[config.mk]
export PLATFORM = sky130hd
export DESIGN_NAME = escaped_frame_deframer_crc16_unit
export DESIGN_NICKNAME = d
export VERILOG_FILES = /design/src/rtl/core/dfrm_pkg.sv /design/src/rtl/core/dfrm_regs.sv /design/src/rtl/core/dfrm_store.sv /design/src/rtl/core/dfrm_rx.sv /design/src/rtl/core/escaped_frame_deframer_crc16_unit.sv
export VERILOG_INCLUDE_DIRS = /design/src /design/src/rtl/core
export SDC_FILE = /design/constraint.sdc
export NUM_CORES = 1
export LEC_CHECK = 0
export BUFFER_PORTS_ARGS = -buffer_cell sky130_fd_sc_hd__buf_4
export CORE_MARGIN = 2
export CORE_UTILIZATION = 40
export CTS_CLUSTER_DIAMETER = 80
export DETAILED_ROUTE_END_ITERATION = 12
export GPL_TIMING_DRIVEN = 0
export HOLD_SLACK_MARGIN = 0.12
export PLACE_DENSITY = 0.61
export REMOVE_ABC_BUFFERS = 1
export SLEW_MARGIN = 20
export SYNTH_ARGS = -nofsm -noshare
export SYNTH_HDL_FRONTEND = slang
export SYNTH_HIERARCHICAL = 1
export SYNTH_SLANG_ARGS = --single-unit
[constraint.sdc]
create_clock -name clk -period 4 [get_ports clk]
set_input_delay 0.8 -clock clk [delete_from_list [all_inputs] [get_ports clk]]
set_output_delay 0.8 -clock clk [all_outputs]
set_load 0.05 [all_outputs]
[src/rtl/core/escaped_frame_deframer_crc16_unit_defines.svh]
// Assertion macros used by the deframer receiver RTL (dfrm_rx).
`ifndef ESCAPED_FRAME_DEFRAMER_CRC16_UNIT_DEFINES_SVH
`define ESCAPED_FRAME_DEFRAMER_CRC16_UNIT_DEFINES_SVH

// Same-cycle implication, checked on clk and disabled while rst_n is low.
`define DFRM_ASSERT(label, ante, cons, msg) \
  label: assert property (@(posedge clk) disable iff (!rst_n) (ante) |-> (cons)) \
    else $error(msg);

// Next-cycle implication, checked on clk and disabled while rst_n is low.
`define DFRM_ASSERT_NEXT(label, ante, cons, msg) \
  label: assert property (@(posedge clk) disable iff (!rst_n) (ante) |=> (cons)) \
    else $error(msg);

`endif

[src/rtl/core/dfrm_pkg.sv]
// Shared types, constants and the CRC step function of the frame deframer.
package dfrm_pkg;

  // Default maximum payload length of one frame.
  localparam int MAX_PAYLOAD_DEF = 32;

  // Configuration port geometry.
  localparam int CFG_ADDR_W = 4;
  localparam int CFG_DATA_W = 32;

  // CRC-16/XMODEM polynomial and the top bit that drives the feedback.
  localparam logic [15:0] CRC_POLY = 16'h1021;
  localparam logic [15:0] CRC_TOP  = 16'h8000;

  // Register reset values.
  localparam logic [15:0] IDLE_LIMIT_RST   = 16'd0;
  localparam logic [7:0]  START_VALUE_RST  = 8'd126;
  localparam logic [7:0]  ESCAPE_VALUE_RST = 8'd94;
  localparam logic [7:0]  ESCAPE_MASK_RST  = 8'd32;

  // Register indexes (byte address divided by four).
  typedef enum logic [1:0] {
    REG_IDLE_LIMIT   = 2'd0,
    REG_START_VALUE  = 2'd1,
    REG_ESCAPE_VALUE = 2'd2,
    REG_ESCAPE_MASK  = 2'd3
  } reg_idx_t;

  // Input commands.
  typedef enum logic {
    CMD_BYTE = 1'b0,
    CMD_TICK = 1'b1
  } command_t;

  // Result status codes.
  typedef enum logic [2:0] {
    ST_NONE    = 3'd0,
    ST_TAKEN   = 3'd1,
    ST_GOOD    = 3'd2,
    ST_RESYNC  = 3'd3,
    ST_BADLEN  = 3'd4,
    ST_BADCRC  = 3'd5,
    ST_TIMEOUT = 3'd6
  } status_t;

  // Receiver phase.
  typedef enum logic [1:0] {
    PH_WAIT_START = 2'd0,
    PH_WAIT_LEN   = 2'd1,
    PH_READ_ENC   = 2'd2
  } phase_t;

  // Payload emission sequencer.
  typedef enum logic [1:0] {
    SEQ_IDLE = 2'd0,
    SEQ_RD   = 2'd1,
    SEQ_OUT  = 2'd2
  } seq_t;

  // One input item.
  typedef struct packed {
    command_t   command;
    logic [7:0] rx_byte;
  } in_item_t;

  // One result item.
  typedef struct packed {
    status_t    status;
    logic [7:0] payload_byte;
    logic [7:0] frame_bytes;
    logic       last;
  } out_item_t;

  // Configuration register values handed to the receiver.
  typedef struct packed {
    logic [15:0] idle_limit;
    logic [7:0]  start_value;
    logic [7:0]  escape_value;
    logic [7:0]  escape_mask;
  } cfg_regs_t;

  // One byte of CRC-16/XMODEM, MSB first, no reflection.
  function automatic logic [15:0] crc16_step(input logic [15:0] crc, input logic [7:0] b);
    logic [15:0] c;
    c = crc ^ {b, 8'h00};
    for (int i = 0; i < 8; i++) begin
      if ((c & CRC_TOP) != 16'h0000) begin
        c = {c[14:0], 1'b0} ^ CRC_POLY;
      end else begin
        c = {c[14:0], 1'b0};
      end
    end
    return c;
  endfunction

endpackage

[src/rtl/core/dfrm_regs.sv]
// Configuration register file behind the APB-style port.
module dfrm_regs (
  input  logic                             clk,
  input  logic                             rst_n,
  input  logic                             cfg_psel,
  input  logic                             cfg_penable,
  input  logic                             cfg_pwrite,
  input  logic [dfrm_pkg::CFG_ADDR_W-1:0]  cfg_paddr,
  input  logic [dfrm_pkg::CFG_DATA_W-1:0]  cfg_pwdata,
  output logic [dfrm_pkg::CFG_DATA_W-1:0]  cfg_prdata,
  output dfrm_pkg::cfg_regs_t              regs
);

  dfrm_pkg::cfg_regs_t   regs_r;
  dfrm_pkg::cfg_regs_t   regs_nxt;
  dfrm_pkg::reg_idx_t    idx;
  logic                  wr_en;

  assign idx   = dfrm_pkg::reg_idx_t'(cfg_paddr[3:2]);
  assign wr_en = cfg_psel && cfg_penable && cfg_pwrite;

  // Register update on the access cycle of a write transfer.
  always_comb begin
    regs_nxt = regs_r;
    if (wr_en) begin
      case (idx)
        dfrm_pkg::REG_IDLE_LIMIT:   regs_nxt.idle_limit   = cfg_pwdata[15:0];
        dfrm_pkg::REG_START_VALUE:  regs_nxt.start_value  = cfg_pwdata[7:0];
        dfrm_pkg::REG_ESCAPE_VALUE: regs_nxt.escape_value = cfg_pwdata[7:0];
        dfrm_pkg::REG_ESCAPE_MASK:  regs_nxt.escape_mask  = cfg_pwdata[7:0];
        default: regs_nxt = regs_r;
      endcase
    end
  end

  always_ff @(posedge clk) begin
    if (!rst_n) begin
      regs_r.idle_limit   <= dfrm_pkg::IDLE_LIMIT_RST;
      regs_r.start_value  <= dfrm_pkg::START_VALUE_RST;
      regs_r.escape_value <= dfrm_pkg::ESCAPE_VALUE_RST;
      regs_r.escape_mask  <= dfrm_pkg::ESCAPE_MASK_RST;
    end else begin
      regs_r <= regs_nxt;
    end
  end

  // Read-back mux.
  always_comb begin
    case (idx)
      dfrm_pkg::REG_IDLE_LIMIT:   cfg_prdata = {16'h0000, regs_r.idle_limit};
      dfrm_pkg::REG_START_VALUE:  cfg_prdata = {24'h000000, regs_r.start_value};
      dfrm_pkg::REG_ESCAPE_VALUE: cfg_prdata = {24'h000000, regs_r.escape_value};
      dfrm_pkg::REG_ESCAPE_MASK:  cfg_prdata = {24'h000000, regs_r.escape_mask};
      default:                    cfg_prdata = '0;
    endcase
  end

  assign regs = regs_r;

endmodule

[src/rtl/core/dfrm_store.sv]
// Payload byte memory: one write port, one registered read port.
module dfrm_store #(
  parameter int DEPTH  = dfrm_pkg::MAX_PAYLOAD_DEF,
  parameter int ADDR_W = 5
) (
  input  logic              clk,
  input  logic              wr_en,
  input  logic [ADDR_W-1:0] wr_addr,
  input  logic [7:0]        wr_data,
  input  logic              rd_en,
  input  logic [ADDR_W-1:0] rd_addr,
  output logic [7:0]        rd_data
);

  logic [7:0] mem [DEPTH];
  logic [7:0] rd_data_r;

  // Write port.
  always_ff @(posedge clk) begin
    if (wr_en) begin
      mem[wr_addr] <= wr_data;
    end
  end

  // Registered read port.
  always_ff @(posedge clk) begin
    if (rd_en) begin
      rd_data_r <= mem[rd_addr];
    end
  end

  assign rd_data = rd_data_r;

endmodule

[src/rtl/core/dfrm_rx.sv]
// Frame decoder, CRC check and payload emission sequencer.
`include "escaped_frame_deframer_crc16_unit_defines.svh"

module dfrm_rx #(
  parameter int MAX_PAYLOAD = dfrm_pkg::MAX_PAYLOAD_DEF,
  parameter int ADDR_W      = 5
) (
  input  logic                  clk,
  input  logic                  rst_n,
  input  dfrm_pkg::cfg_regs_t   regs,
  input  logic                  in_valid,
  output logic                  in_ready,
  input  dfrm_pkg::in_item_t    in_data,
  output logic                  out_valid,
  input  logic                  out_ready,
  output dfrm_pkg::out_item_t   out_data,
  output logic                  st_wr_en,
  output logic [ADDR_W-1:0]     st_wr_addr,
  output logic [7:0]            st_wr_data,
  output logic                  st_rd_en,
  output logic [ADDR_W-1:0]     st_rd_addr,
  input  logic [7:0]            st_rd_data
);

  // Counter widths: byte counts reach the length plus two CRC bytes.
  localparam int CNT_W = $clog2(MAX_PAYLOAD + 3);
  localparam int LEN_W = $clog2(MAX_PAYLOAD + 1);

  dfrm_pkg::phase_t    phase_r, phase_nxt;
  logic [CNT_W-1:0]    rem_r, rem_nxt;
  logic [CNT_W-1:0]    dec_r, dec_nxt;
  logic                pend_r, pend_nxt;
  logic [CNT_W-1:0]    esc_r, esc_nxt;
  logic [15:0]         crc_r, crc_nxt;
  logic [15:0]         idle_r, idle_nxt;
  logic [LEN_W-1:0]    len_r, len_nxt;
  logic [7:0]          prev_r, prev_nxt;
  logic [7:0]          total_r, total_nxt;
  dfrm_pkg::seq_t      seq_r, seq_nxt;
  logic [LEN_W-1:0]    emit_r, emit_nxt;
  logic                out_valid_r, out_valid_nxt;
  dfrm_pkg::out_item_t out_data_r, out_data_nxt;

  logic                out_free;
  logic                accept;
  logic                load_single;
  logic                load_good;
  logic                emit_last;
  dfrm_pkg::status_t   single_st;
  logic                clr;
  dfrm_pkg::phase_t    clr_phase;
  logic [7:0]          b;
  logic [7:0]          d;

  assign out_free  = !out_valid_r || out_ready;
  assign in_ready  = (seq_r == dfrm_pkg::SEQ_IDLE) && out_free;
  assign accept    = in_valid && in_ready;
  assign b         = in_data.rx_byte;
  assign emit_last = (emit_r + LEN_W'(1)) == len_r;

  // Item decode and frame state update.
  always_comb begin
    phase_nxt   = phase_r;
    rem_nxt     = rem_r;
    dec_nxt     = dec_r;
    pend_nxt    = pend_r;
    esc_nxt     = esc_r;
    crc_nxt     = crc_r;
    idle_nxt    = idle_r;
    len_nxt     = len_r;
    prev_nxt    = prev_r;
    total_nxt   = total_r;
    seq_nxt     = seq_r;
    emit_nxt    = emit_r;
    load_single = 1'b0;
    load_good   = 1'b0;
    single_st   = dfrm_pkg::ST_NONE;
    clr         = 1'b0;
    clr_phase   = dfrm_pkg::PH_WAIT_START;
    d           = b;
    st_wr_en    = 1'b0;
    st_wr_addr  = dec_r[ADDR_W-1:0];
    st_wr_data  = b;
    st_rd_en    = 1'b0;
    st_rd_addr  = emit_r[ADDR_W-1:0];

    if (accept) begin
      load_single = 1'b1;
      if (in_data.command == dfrm_pkg::CMD_TICK) begin
        // Idle tick: count inside a frame, time out past the limit.
        if (phase_r != dfrm_pkg::PH_WAIT_START) begin
          if (regs.idle_limit != 16'h0000 && idle_r >= regs.idle_limit) begin
            clr       = 1'b1;
            single_st = dfrm_pkg::ST_TIMEOUT;
          end else if (idle_r != 16'hFFFF) begin
            idle_nxt = idle_r + 16'd1;
          end
        end
      end else begin
        idle_nxt = 16'h0000;
        if (phase_r != dfrm_pkg::PH_READ_ENC && b == regs.start_value) begin
          // Start byte outside the escaped region.
          clr       = 1'b1;
          clr_phase = dfrm_pkg::PH_WAIT_LEN;
          single_st = (phase_r == dfrm_pkg::PH_WAIT_START) ? dfrm_pkg::ST_TAKEN
                                                           : dfrm_pkg::ST_RESYNC;
        end else if (phase_r == dfrm_pkg::PH_WAIT_LEN) begin
          // Raw length byte.
          if (b == 8'h00 || b > 8'(MAX_PAYLOAD)) begin
            clr       = 1'b1;
            single_st = dfrm_pkg::ST_BADLEN;
          end else begin
            rem_nxt   = CNT_W'(b) + CNT_W'(2);
            len_nxt   = LEN_W'(b);
            phase_nxt = dfrm_pkg::PH_READ_ENC;
            single_st = dfrm_pkg::ST_TAKEN;
          end
        end else if (phase_r == dfrm_pkg::PH_READ_ENC) begin
          if (b == regs.escape_value && !pend_r) begin
            pend_nxt  = 1'b1;
            esc_nxt   = esc_r + CNT_W'(1);
            single_st = dfrm_pkg::ST_TAKEN;
          end else if (!pend_r && b == regs.start_value) begin
            clr       = 1'b1;
            clr_phase = dfrm_pkg::PH_WAIT_LEN;
            single_st = dfrm_pkg::ST_RESYNC;
          end else begin
            // Decoded byte: payload goes to the store, CRC bytes are held.
            if (pend_r) begin
              d = b ^ regs.escape_mask;
            end
            pend_nxt   = 1'b0;
            st_wr_data = d;
            if (rem_r > CNT_W'(2)) begin
              st_wr_en = 1'b1;
              crc_nxt  = dfrm_pkg::crc16_step(crc_r, d);
            end
            dec_nxt  = dec_r + CNT_W'(1);
            rem_nxt  = rem_r - CNT_W'(1);
            prev_nxt = d;
            if (rem_r == CNT_W'(1)) begin
              clr = 1'b1;
              if ({prev_r, d} != crc_r) begin
                single_st = dfrm_pkg::ST_BADCRC;
              end else begin
                // Good frame: hand over to the emission sequencer.
                load_single = 1'b0;
                total_nxt   = 8'd4 + 8'(len_r) + 8'(esc_r);
                emit_nxt    = '0;
                seq_nxt     = dfrm_pkg::SEQ_RD;
              end
            end else begin
              single_st = dfrm_pkg::ST_TAKEN;
            end
          end
        end
      end
    end

    // Frame clear shared by timeout, start, resync, error and frame-end paths.
    if (clr) begin
      phase_nxt = clr_phase;
      rem_nxt   = '0;
      dec_nxt   = '0;
      pend_nxt  = 1'b0;
      esc_nxt   = '0;
      crc_nxt   = 16'h0000;
      idle_nxt  = 16'h0000;
    end

    // Payload emission: read one entry, then move it to the output register.
    case (seq_r)
      dfrm_pkg::SEQ_IDLE: ;
      dfrm_pkg::SEQ_RD: begin
        st_rd_en = 1'b1;
        seq_nxt  = dfrm_pkg::SEQ_OUT;
      end
      dfrm_pkg::SEQ_OUT: begin
        if (out_free) begin
          load_good = 1'b1;
          if (emit_last) begin
            seq_nxt = dfrm_pkg::SEQ_IDLE;
          end else begin
            emit_nxt = emit_r + LEN_W'(1);
            seq_nxt  = dfrm_pkg::SEQ_RD;
          end
        end
      end
      default: seq_nxt = dfrm_pkg::SEQ_IDLE;
    endcase
  end

  // Output register.
  always_comb begin
    out_valid_nxt = out_valid_r;
    out_data_nxt  = out_data_r;
    if (load_single) begin
      out_valid_nxt             = 1'b1;
      out_data_nxt.status       = single_st;
      out_data_nxt.payload_byte = 8'h00;
      out_data_nxt.frame_bytes  = 8'h00;
      out_data_nxt.last         = 1'b1;
    end else if (load_good) begin
      out_valid_nxt             = 1'b1;
      out_data_nxt.status       = dfrm_pkg::ST_GOOD;
      out_data_nxt.payload_byte = st_rd_data;
      out_data_nxt.frame_bytes  = total_r;
      out_data_nxt.last         = emit_last;
    end else if (out_ready) begin
      out_valid_nxt = 1'b0;
    end
  end

  always_ff @(posedge clk) begin
    if (!rst_n) begin
      phase_r     <= dfrm_pkg::PH_WAIT_START;
      rem_r       <= '0;
      dec_r       <= '0;
      pend_r      <= 1'b0;
      esc_r       <= '0;
      crc_r       <= 16'h0000;
      idle_r      <= 16'h0000;
      seq_r       <= dfrm_pkg::SEQ_IDLE;
      emit_r      <= '0;
      out_valid_r <= 1'b0;
    end else begin
      phase_r     <= phase_nxt;
      rem_r       <= rem_nxt;
      dec_r       <= dec_nxt;
      pend_r      <= pend_nxt;
      esc_r       <= esc_nxt;
      crc_r       <= crc_nxt;
      idle_r      <= idle_nxt;
      seq_r       <= seq_nxt;
      emit_r      <= emit_nxt;
      out_valid_r <= out_valid_nxt;
    end
  end

  // Payload registers without reset.
  always_ff @(posedge clk) begin
    len_r      <= len_nxt;
    prev_r     <= prev_nxt;
    total_r    <= total_nxt;
    out_data_r <= out_data_nxt;
  end

  assign out_valid = out_valid_r;
  assign out_data  = out_data_r;

  `DFRM_ASSERT(a_no_accept_while_emitting, seq_r != dfrm_pkg::SEQ_IDLE, !accept,
               "input accepted during payload emission")
  `DFRM_ASSERT(a_enc_has_bytes_left, phase_r == dfrm_pkg::PH_READ_ENC, rem_r != '0,
               "escaped region entered with no bytes left")
  `DFRM_ASSERT(a_pend_only_in_enc, pend_r, phase_r == dfrm_pkg::PH_READ_ENC,
               "escape pending outside the escaped region")
  `DFRM_ASSERT_NEXT(a_emit_ends_idle, seq_r == dfrm_pkg::SEQ_OUT && out_free && emit_last,
                    seq_r == dfrm_pkg::SEQ_IDLE && out_valid_r && out_data_r.last,
                    "final payload result not flagged last")

endmodule

[src/rtl/core/escaped_frame_deframer_crc16_unit.sv]
// A byte or tick result is registered in the output register in the cycle after its transfer.
// Throughput: one byte or tick per cycle while results are taken and no payload is being
// emitted; the output register sets it. A good frame of L payload bytes gives L results, each
// a store read then an output load, and holds the input off until the last one is loaded.
// Reset (rst_n low, synchronous): registers to defaults, receiver waits for a start byte;
// the payload store is not cleared.
module escaped_frame_deframer_crc16_unit #(
  parameter int MAX_PAYLOAD = dfrm_pkg::MAX_PAYLOAD_DEF
) (
  input  logic                             clk,
  input  logic                             rst_n,
  input  logic                             in_valid,
  output logic                             in_ready,
  input  dfrm_pkg::in_item_t               in_data,
  output logic                             out_valid,
  input  logic                             out_ready,
  output dfrm_pkg::out_item_t              out_data,
  input  logic                             cfg_psel,
  input  logic                             cfg_penable,
  input  logic                             cfg_pwrite,
  input  logic [dfrm_pkg::CFG_ADDR_W-1:0]  cfg_paddr,
  input  logic [dfrm_pkg::CFG_DATA_W-1:0]  cfg_pwdata,
  output logic [dfrm_pkg::CFG_DATA_W-1:0]  cfg_prdata,
  output logic                             cfg_pready
);

  localparam int ADDR_W = (MAX_PAYLOAD > 1) ? $clog2(MAX_PAYLOAD) : 1;

  dfrm_pkg::cfg_regs_t regs;
  logic                st_wr_en;
  logic [ADDR_W-1:0]   st_wr_addr;
  logic [7:0]          st_wr_data;
  logic                st_rd_en;
  logic [ADDR_W-1:0]   st_rd_addr;
  logic [7:0]          st_rd_data;

  assign cfg_pready = 1'b1;

  // Configuration registers.
  dfrm_regs u_regs (
    .clk         (clk),
    .rst_n       (rst_n),
    .cfg_psel    (cfg_psel),
    .cfg_penable (cfg_penable),
    .cfg_pwrite  (cfg_pwrite),
    .cfg_paddr   (cfg_paddr),
    .cfg_pwdata  (cfg_pwdata),
    .cfg_prdata  (cfg_prdata),
    .regs        (regs)
  );

  // Payload store.
  dfrm_store #(
    .DEPTH  (MAX_PAYLOAD),
    .ADDR_W (ADDR_W)
  ) u_store (
    .clk     (clk),
    .wr_en   (st_wr_en),
    .wr_addr (st_wr_addr),
    .wr_data (st_wr_data),
    .rd_en   (st_rd_en),
    .rd_addr (st_rd_addr),
    .rd_data (st_rd_data)
  );

  // Decoder and emission sequencer.
  dfrm_rx #(
    .MAX_PAYLOAD (MAX_PAYLOAD),
    .ADDR_W      (ADDR_W)
  ) u_rx (
    .clk        (clk),
    .rst_n      (rst_n),
    .regs       (regs),
    .in_valid   (in_valid),
    .in_ready   (in_ready),
    .in_data    (in_data),
    .out_valid  (out_valid),
    .out_ready  (out_ready),
    .out_data   (out_data),
    .st_wr_en   (st_wr_en),
    .st_wr_addr (st_wr_addr),
    .st_wr_data (st_wr_data),
    .st_rd_en   (st_rd_en),
    .st_rd_addr (st_rd_addr),
    .st_rd_data (st_rd_data)
  );

endmodule
; Yosys cells after proc, flatten, opt, wreduce, memory -nomap -nowiden
; Memories as Yosys holds them, arrays and structs flattened. A register that Yosys moved wholly into a read port is not among the register bits.
; Cells that the tools add are included.
[word_totals]
regBits = 144
latch_bits = 0
ram_bits = 256
mem_bits_ro = 0
in_bits = 52
output_inout_bits = 55
word_cells = 291
mem_count = 1
[memory_table]
columns = memory, depth, width, rd, rd_ports_with_merged_regs, wr, line_no
row1 = u_store.mem, 32, 8, 1, 1, 1, dfrm_store.sv:15  ; logic [7:0] mem [DEPTH];
[classes]
n_addsub = 8
multipliers = 0
n_div = 0
n_lt_le_gt_ge = 3
eq_ne = 24
shift = 0
n_mux = 179
bitwise_logic = 18
n_reduce_logical = 37
[op_table]
columns = operator, count
row1 = 16-bit two-way mux, 60
row2 = 32-bit one-hot mux with 4 select lines, 1
row3 = 8-bit two-way mux, 15
row4 = 13-bit two-way mux, 8
row5 = 6-bit two-way mux, 17
row6 = 2-bit two-way mux, 23
row7 = 1-bit two-way mux, 40
row8 = 20-bit two-way mux, 2
row9 = 3-bit two-way mux, 12
row10 = 3-bit NOT, 8
row11 = 6-bit by 1-bit adder with 6-bit output (second input constant), 3
row12 = 16-bit by 1-bit adder with 16-bit output (second input constant), 1
row13 = 8-bit equality test, 2
row14 = 16-bit greater-or-equal comparator, 1
row15 = 16-bit != test, 1
row16 = 16-bit != test (second input constant), 1
row17 = 2-bit by 1-bit != test with 1-bit output (second input constant), 8
row18 = 16-bit nonzero test, 1
row19 = 16-bit XOR, 1
row20 = 7-bit AND reduction, 2
row21 = 6-bit AND reduction, 2
row22 = 5-bit AND reduction, 2
row23 = 2-bit nonzero test, 5
row24 = 9-bit AND reduction, 1
row25 = other kinds (24), 52

; Depth between registers and ports, before layout
[depth]
depth_word = 82
depth_mapped = 14
ltp_nobuf = 10

; Modules after synthesis
; Netlist, hierarchy kept.
[modules_own_cells]
columns = module, instances, cells_per_inst, area_per_inst_um2, seq_area_each_um2
row1 = dfrm_store, 1, 417, 10133.5, 7927.6
row2 = dfrm_rx, 1, 685, 6376.1, 2312.2
row3 = dfrm_regs, 1, 194, 1980.6, 800.8
row4 = escaped_frame_deframer_crc16_unit, 1, 2, 11.3, 0.0

; Least setup slack after synthesis
; OpenSTA, ideal clock, no wires.
[synth_timing]
kind = input to register
from = input in_valid
to = memory u_store.mem[0][0] (enable)
setup_time_ps = 370
arrival_time_ps = 3331
required_time_ps = 3630
slack_ps = 299
path_stages = 12
path_buffers = 4
cell_sequence = inv_1 or4_1 clkbuf_1 nor2_1 o211ai_4 inv_6 and2_4 buf_6 buf_6 or3b_2 clkbuf_1 nor2_1
[synth_via]
elab_chain_len = 4
[synth_lines]
columns = element, line_no
row1 = from (decl), escaped_frame_deframer_crc16_unit.sv:12  ; input logic in_valid,
row2 = 1-bit logical AND, dfrm_rx.sv:57  ; assign accept = in_valid && in_ready;
row3 = 1-bit two-way mux, dfrm_rx.sv:87  ; if (accept) begin
row4 = via st_wr_en, escaped_frame_deframer_crc16_unit.sv:30  ; logic st_wr_en;
row5 = 1-bit two-way mux, dfrm_store.sv:20  ; if (wr_en) begin
row6 = 1-bit two-way mux (implied by the code), dfrm_store.sv:21  ; mem[wr_addr] <= wr_data;
row7 = to (decl), dfrm_store.sv:15
; The timed path passes the listed nets, and every way through them passes these cells.

; Worst setup path after layout
[layout_timing]
from = register u_rx.seq_r[0]
to = memory u_store.mem[13][3] (enable)
[layout_via]
elab_chain_len = 6
[layout_lines]
columns = element, line_no
row1 = from (decl), dfrm_rx.sv:39  ; dfrm_pkg::seq_t seq_r, seq_nxt;
row2 = from (signal assigned), dfrm_rx.sv:223  ; seq_r <= dfrm_pkg::SEQ_IDLE;
row3 = from (signal assigned), dfrm_rx.sv:234  ; seq_r <= seq_nxt;
row4 = 2-bit zero test, dfrm_rx.sv:56  ; assign in_ready = (seq_r == dfrm_pkg::SEQ_IDLE) && out_free;
row5 = 1-bit logical AND, dfrm_rx.sv:56
row6 = 1-bit logical AND, dfrm_rx.sv:57
row7 = 1-bit two-way mux, dfrm_rx.sv:87
row8 = via st_wr_en, escaped_frame_deframer_crc16_unit.sv:30
row9 = 1-bit two-way mux, dfrm_store.sv:20
row10 = 1-bit two-way mux (implied by the code), dfrm_store.sv:21
; The timed path passes the listed nets, and every way through them passes these cells.

==> summary.md <==
| Metric | Value |
|---|---|
| WHS | `a little under 0.5 ns` |
| Post-synth top area share | `0.469` |
| CTS tree | `yes` |
| Post-synth top area cell | `edfxtp_1` |
| Outcome | `finished clean` |
| Syn-to-layout area delta | `14.5%` |
| Uppermost layer routed | `met4` |
| Global Route Usage Sum | `0.170` |
| Num CTS Buffers | `44` |
| Most common cell after layout, fill and taps aside | `edfxtp_1` |
| Clock Tree Buf Depth | `3` |
| Grt total ovfl | `0` |
| Max-Cap Viols | `0` |
| Critical path origin | `u_rx/seq_r[0]` |
| Min cycle time layout | `approximately 4 ns` |
| Setup bufs post-CTS | `0` |
| Slowest stage delay, CP | `0.86 ns` |
| Commonest non-fill, non-tap cells in the layout | `edfxtp_1, dfxtp_1, nor2_1` |
| Final hold violation count | `0` |
| Clock slew at reported path FFs | `about 0.06 ns` |
| Cell Area, Synth | `approximately 19000 sq um` |
| Crit Path Max Fanout | `24` |
| Final wirelength | `a little over 40000 microns` |
| Synth warnings | `6` |
| DRT iter0 DRCs | `855` |
| Antenna cells | `0` |
| Share of layout cells above drive strength 1 | `0.233` |
| Metal3 WL | `2290 microns` |
| Die Ht | `219 microns` |
| Clock skew | `0.0280 ns` |
| Root Buffer | `clkbuf_16` |
| Placer Congestion | `0.802` |
| Final period utilization | `0.984` |
| H-tree level count | `2` |
| Die Span X | `219 microns` |
| Post-Synthesis Cells | `1298` |
| Initial Util | `0.407` |
| Slowest cell on crit path | `nor2_1` |
| Reg2reg setup slack | `0.06 ns` |
| Antenna Nets Post-Route | `0` |
| Reg2reg path depth | `8` |
| Final setup fails | `0` |
| Max IR drop VDD | `0.279 mV` |
| Unrepaired setup endpoints after global routing | `true` |
| #FFs+latches synth | `407` |
| IO buf count | `71` |
| Worst-Skew Late Latency | `between 0.5 and 0.6 ns` |
| Worst EP required | `4.21 ns` |
| Worst slew margin | `0.288` |
| Cell mode on critical path | `nor2_1` |
| Worst Setup End Kind | `flip-flop` |
| Setup CP Type | `flip-flop to flip-flop` |
| DR WL/cell | `20.2 microns` |
| Nets | `1450` |
| Cell Rows | `78` |
| Largest net degree at the start of global routing | `78` |
| Total Die Area | `48000 sq um` |
| Drt pass-1 iters | `5` |
| Worst setup margin | `0.0629 ns` |
| Sum Neg Setup Slack | `0 ns` |
| Async set or reset register ratio after synthesis | `0` |
| Hold crit path type | `flip-flop to flip-flop` |
| Leakage | `7.12 nW` |
| Critical path, cell by cell | `or2_2 -> or4_1 -> nor2_1 -> o211ai_4 -> inv_6 -> and2_4 -> nand3b_1 -> nor2_1` |
| Hpwl dp | `26900 microns` |
| Initial antenna violation count | `0` |
| WL met1 | `17900 microns` |
| Pwr/cell area | `414 nW/um^2` |
| First-pass GRT wire length | `61300 microns` |
| Vias in the first global route | `roughly 10000` |
| WP data arrival | `approximately 4.1 ns` |
| Cell variety after synth | `80` |
| Met2 routed WL | `19200 microns` |
| Core area | `~45000 sq um` |
| CTS hold repair buffers | `0` |
| DR vias | `10580` |
| Achievable frequency | `254 MHz` |
| Worst R2R Start | `u_rx/seq_r[0]` |
| DRC Markers | `0` |
| Clock tree sinks | `approximately 410` |
| RR Endpoint | `u_store/mem[13][3]` |
| Post-synth EDFFs | `289` |
| Startpoint types | `flip-flop` |
| Sequential element share of the synthesized area | `0.597` |
| Most common flop cell mapped by yosys | `edfxtp_1` |
| Largest cells by area after synthesis | `edfxtp_1, dfxtp_1, mux4_2, mux2i_1, nor2_1` |
| Least-Margin Pin Slew | `~1.1 ns` |
| Pins Over Slew Limit | `0` |
| Power, Total | `8.78 mW` |
| Vias per cell | `between 5 and 6` |
| Dpl ws | `-0.502 ns` |
| IO Count | `107` |
| Syn_area_per_cell | `14.3 sq um` |
| End of the critical path | `u_store/mem[13][3]` |
synth_stat cells, types with 4 or more instances:
cell and number:
edfxtp_1 289, nor2_1 134, dfxtp_1 118, mux4_2 88, nand2_1 73, mux2i_1 55
xnor2_1 54, ha_1 38, xor2_1 38, inv_1 37, a21oi_1 34, buf_4 33
clkbuf_1 26, nor2b_1 22, o21ai_0 18, nand3_1 16, nand4_1 16, and2_1 14
nor3_2 13, nor3_1 12, buf_2 10, buf_6 9, nand2b_1 9, mux2_2 8
and3_1 7, nor4_1 7, nand3b_1 6, or2_2 6, or3_1 6, or4_1 6
a211o_1 5, a21o_1 5, buf_1 5, o31ai_1 5, a211oi_2 4, o211a_1 4
o21a_1 4
flip-flops by register name (all words and copies together), names as in the netlist:
register,flops
u_rx/phase_r,2
u_rx/idle_r,16
u_rx/esc_r,6
u_rx/seq_r,2
u_rx/rem_r,6
u_rx/prev_r,8
u_rx/len_r,6
u_rx/out_data,20
u_regs/regs,40
u_rx/dec_r,5
u_rx/total_r,8
u_rx/pend_r,1
u_store/mem,256
u_store/rd_data,8
u_rx/emit_r,6
u_rx/out_valid,1
u_rx/crc_r,16
worst min path at each step:
stage | from | endpoint | cells after the start
after floorplan | u_regs/regs[1] | u_regs/regs[1] | 2
after global placement | u_rx/rem_r[5] | u_rx/rem_r[5] | 2
after detailed placement | u_rx/rem_r[5] | u_rx/rem_r[5] | 2
after CTS | cfg_pwdata[9] | u_regs/regs[33] | 3
after global routing | cfg_pwdata[9] | u_regs/regs[33] | 3
final | u_regs/regs[0] | u_regs/regs[0] | 2
per-stage QoR:
stage / cells / cell area [sq um] / util
after floorplan: 1228 / 18000 / -
after global placement: 1899 / 19300 / 0.424
after detailed placement: 1913 / 19800 / 0.434
after CTS: 1992 / 21100 / 0.465
after global routing: 1992 / 21200 / 0.466
final: 1992 / 21200 / 0.466
cells by family after synthesis:
kind of cell | synth area share
other | 0.000406
DFF | 0.597
muxes | 0.142
adders and majority gates | 0.0268
xor gates and xnor gates | 0.0496
and+or+nand+nor | 0.105
buffers and inverters | 0.0380
AOI/OAI and AO/OA | 0.0421
cell type report:
cell class / instances / area [sq um]
Multi-Input combinational cell: 783 / 7020
Clock inverter: 19 / 194
Timing Repair Buffer: 85 / 841
Clock buffer: 60 / 1180
Inverter: 38 / 148
Fill cell: 3982 / 24300
Sequential cell: 407 / 11000
Tap cell: 600 / 751
report_power, final:
group	switching, mW	leakage [nW]	internal (mW)
Sequential	0.00659	3.55	4.51
Combinational	0.256	2.90	0.125
Clock	1.66	0.665	2.22
Total	1.92	7.12	6.85
layer usage:
metal | global-route usage | up-vias
met5 | 0 | -
met4 | 0.0466 | 0
met3 | 0.0340 | 53
met2 | 0.270 | 266
met1 | 0.237 | 5342
li1 | - | 4919
worst max-delay path, delay by kind of cell (launching register included):
| kind | cells | cell delay, ns |
|---|---|---|
| AOI/OAI and AO/OA | 1 | 0.14 |
| buffers and inverters | 1 | 0.18 |
| DFF | 1 | 0.31 |
| and+or+nand+nor | 6 | 2.93 |
what timing repair did:
item                       CTS  global route
cloned                       0             0
setup endpoints to repair    8           195
gates resized for setup      1            19
hold endpoints to repair     0             0
No activity file was read; power rests on OpenSTA's default activity.
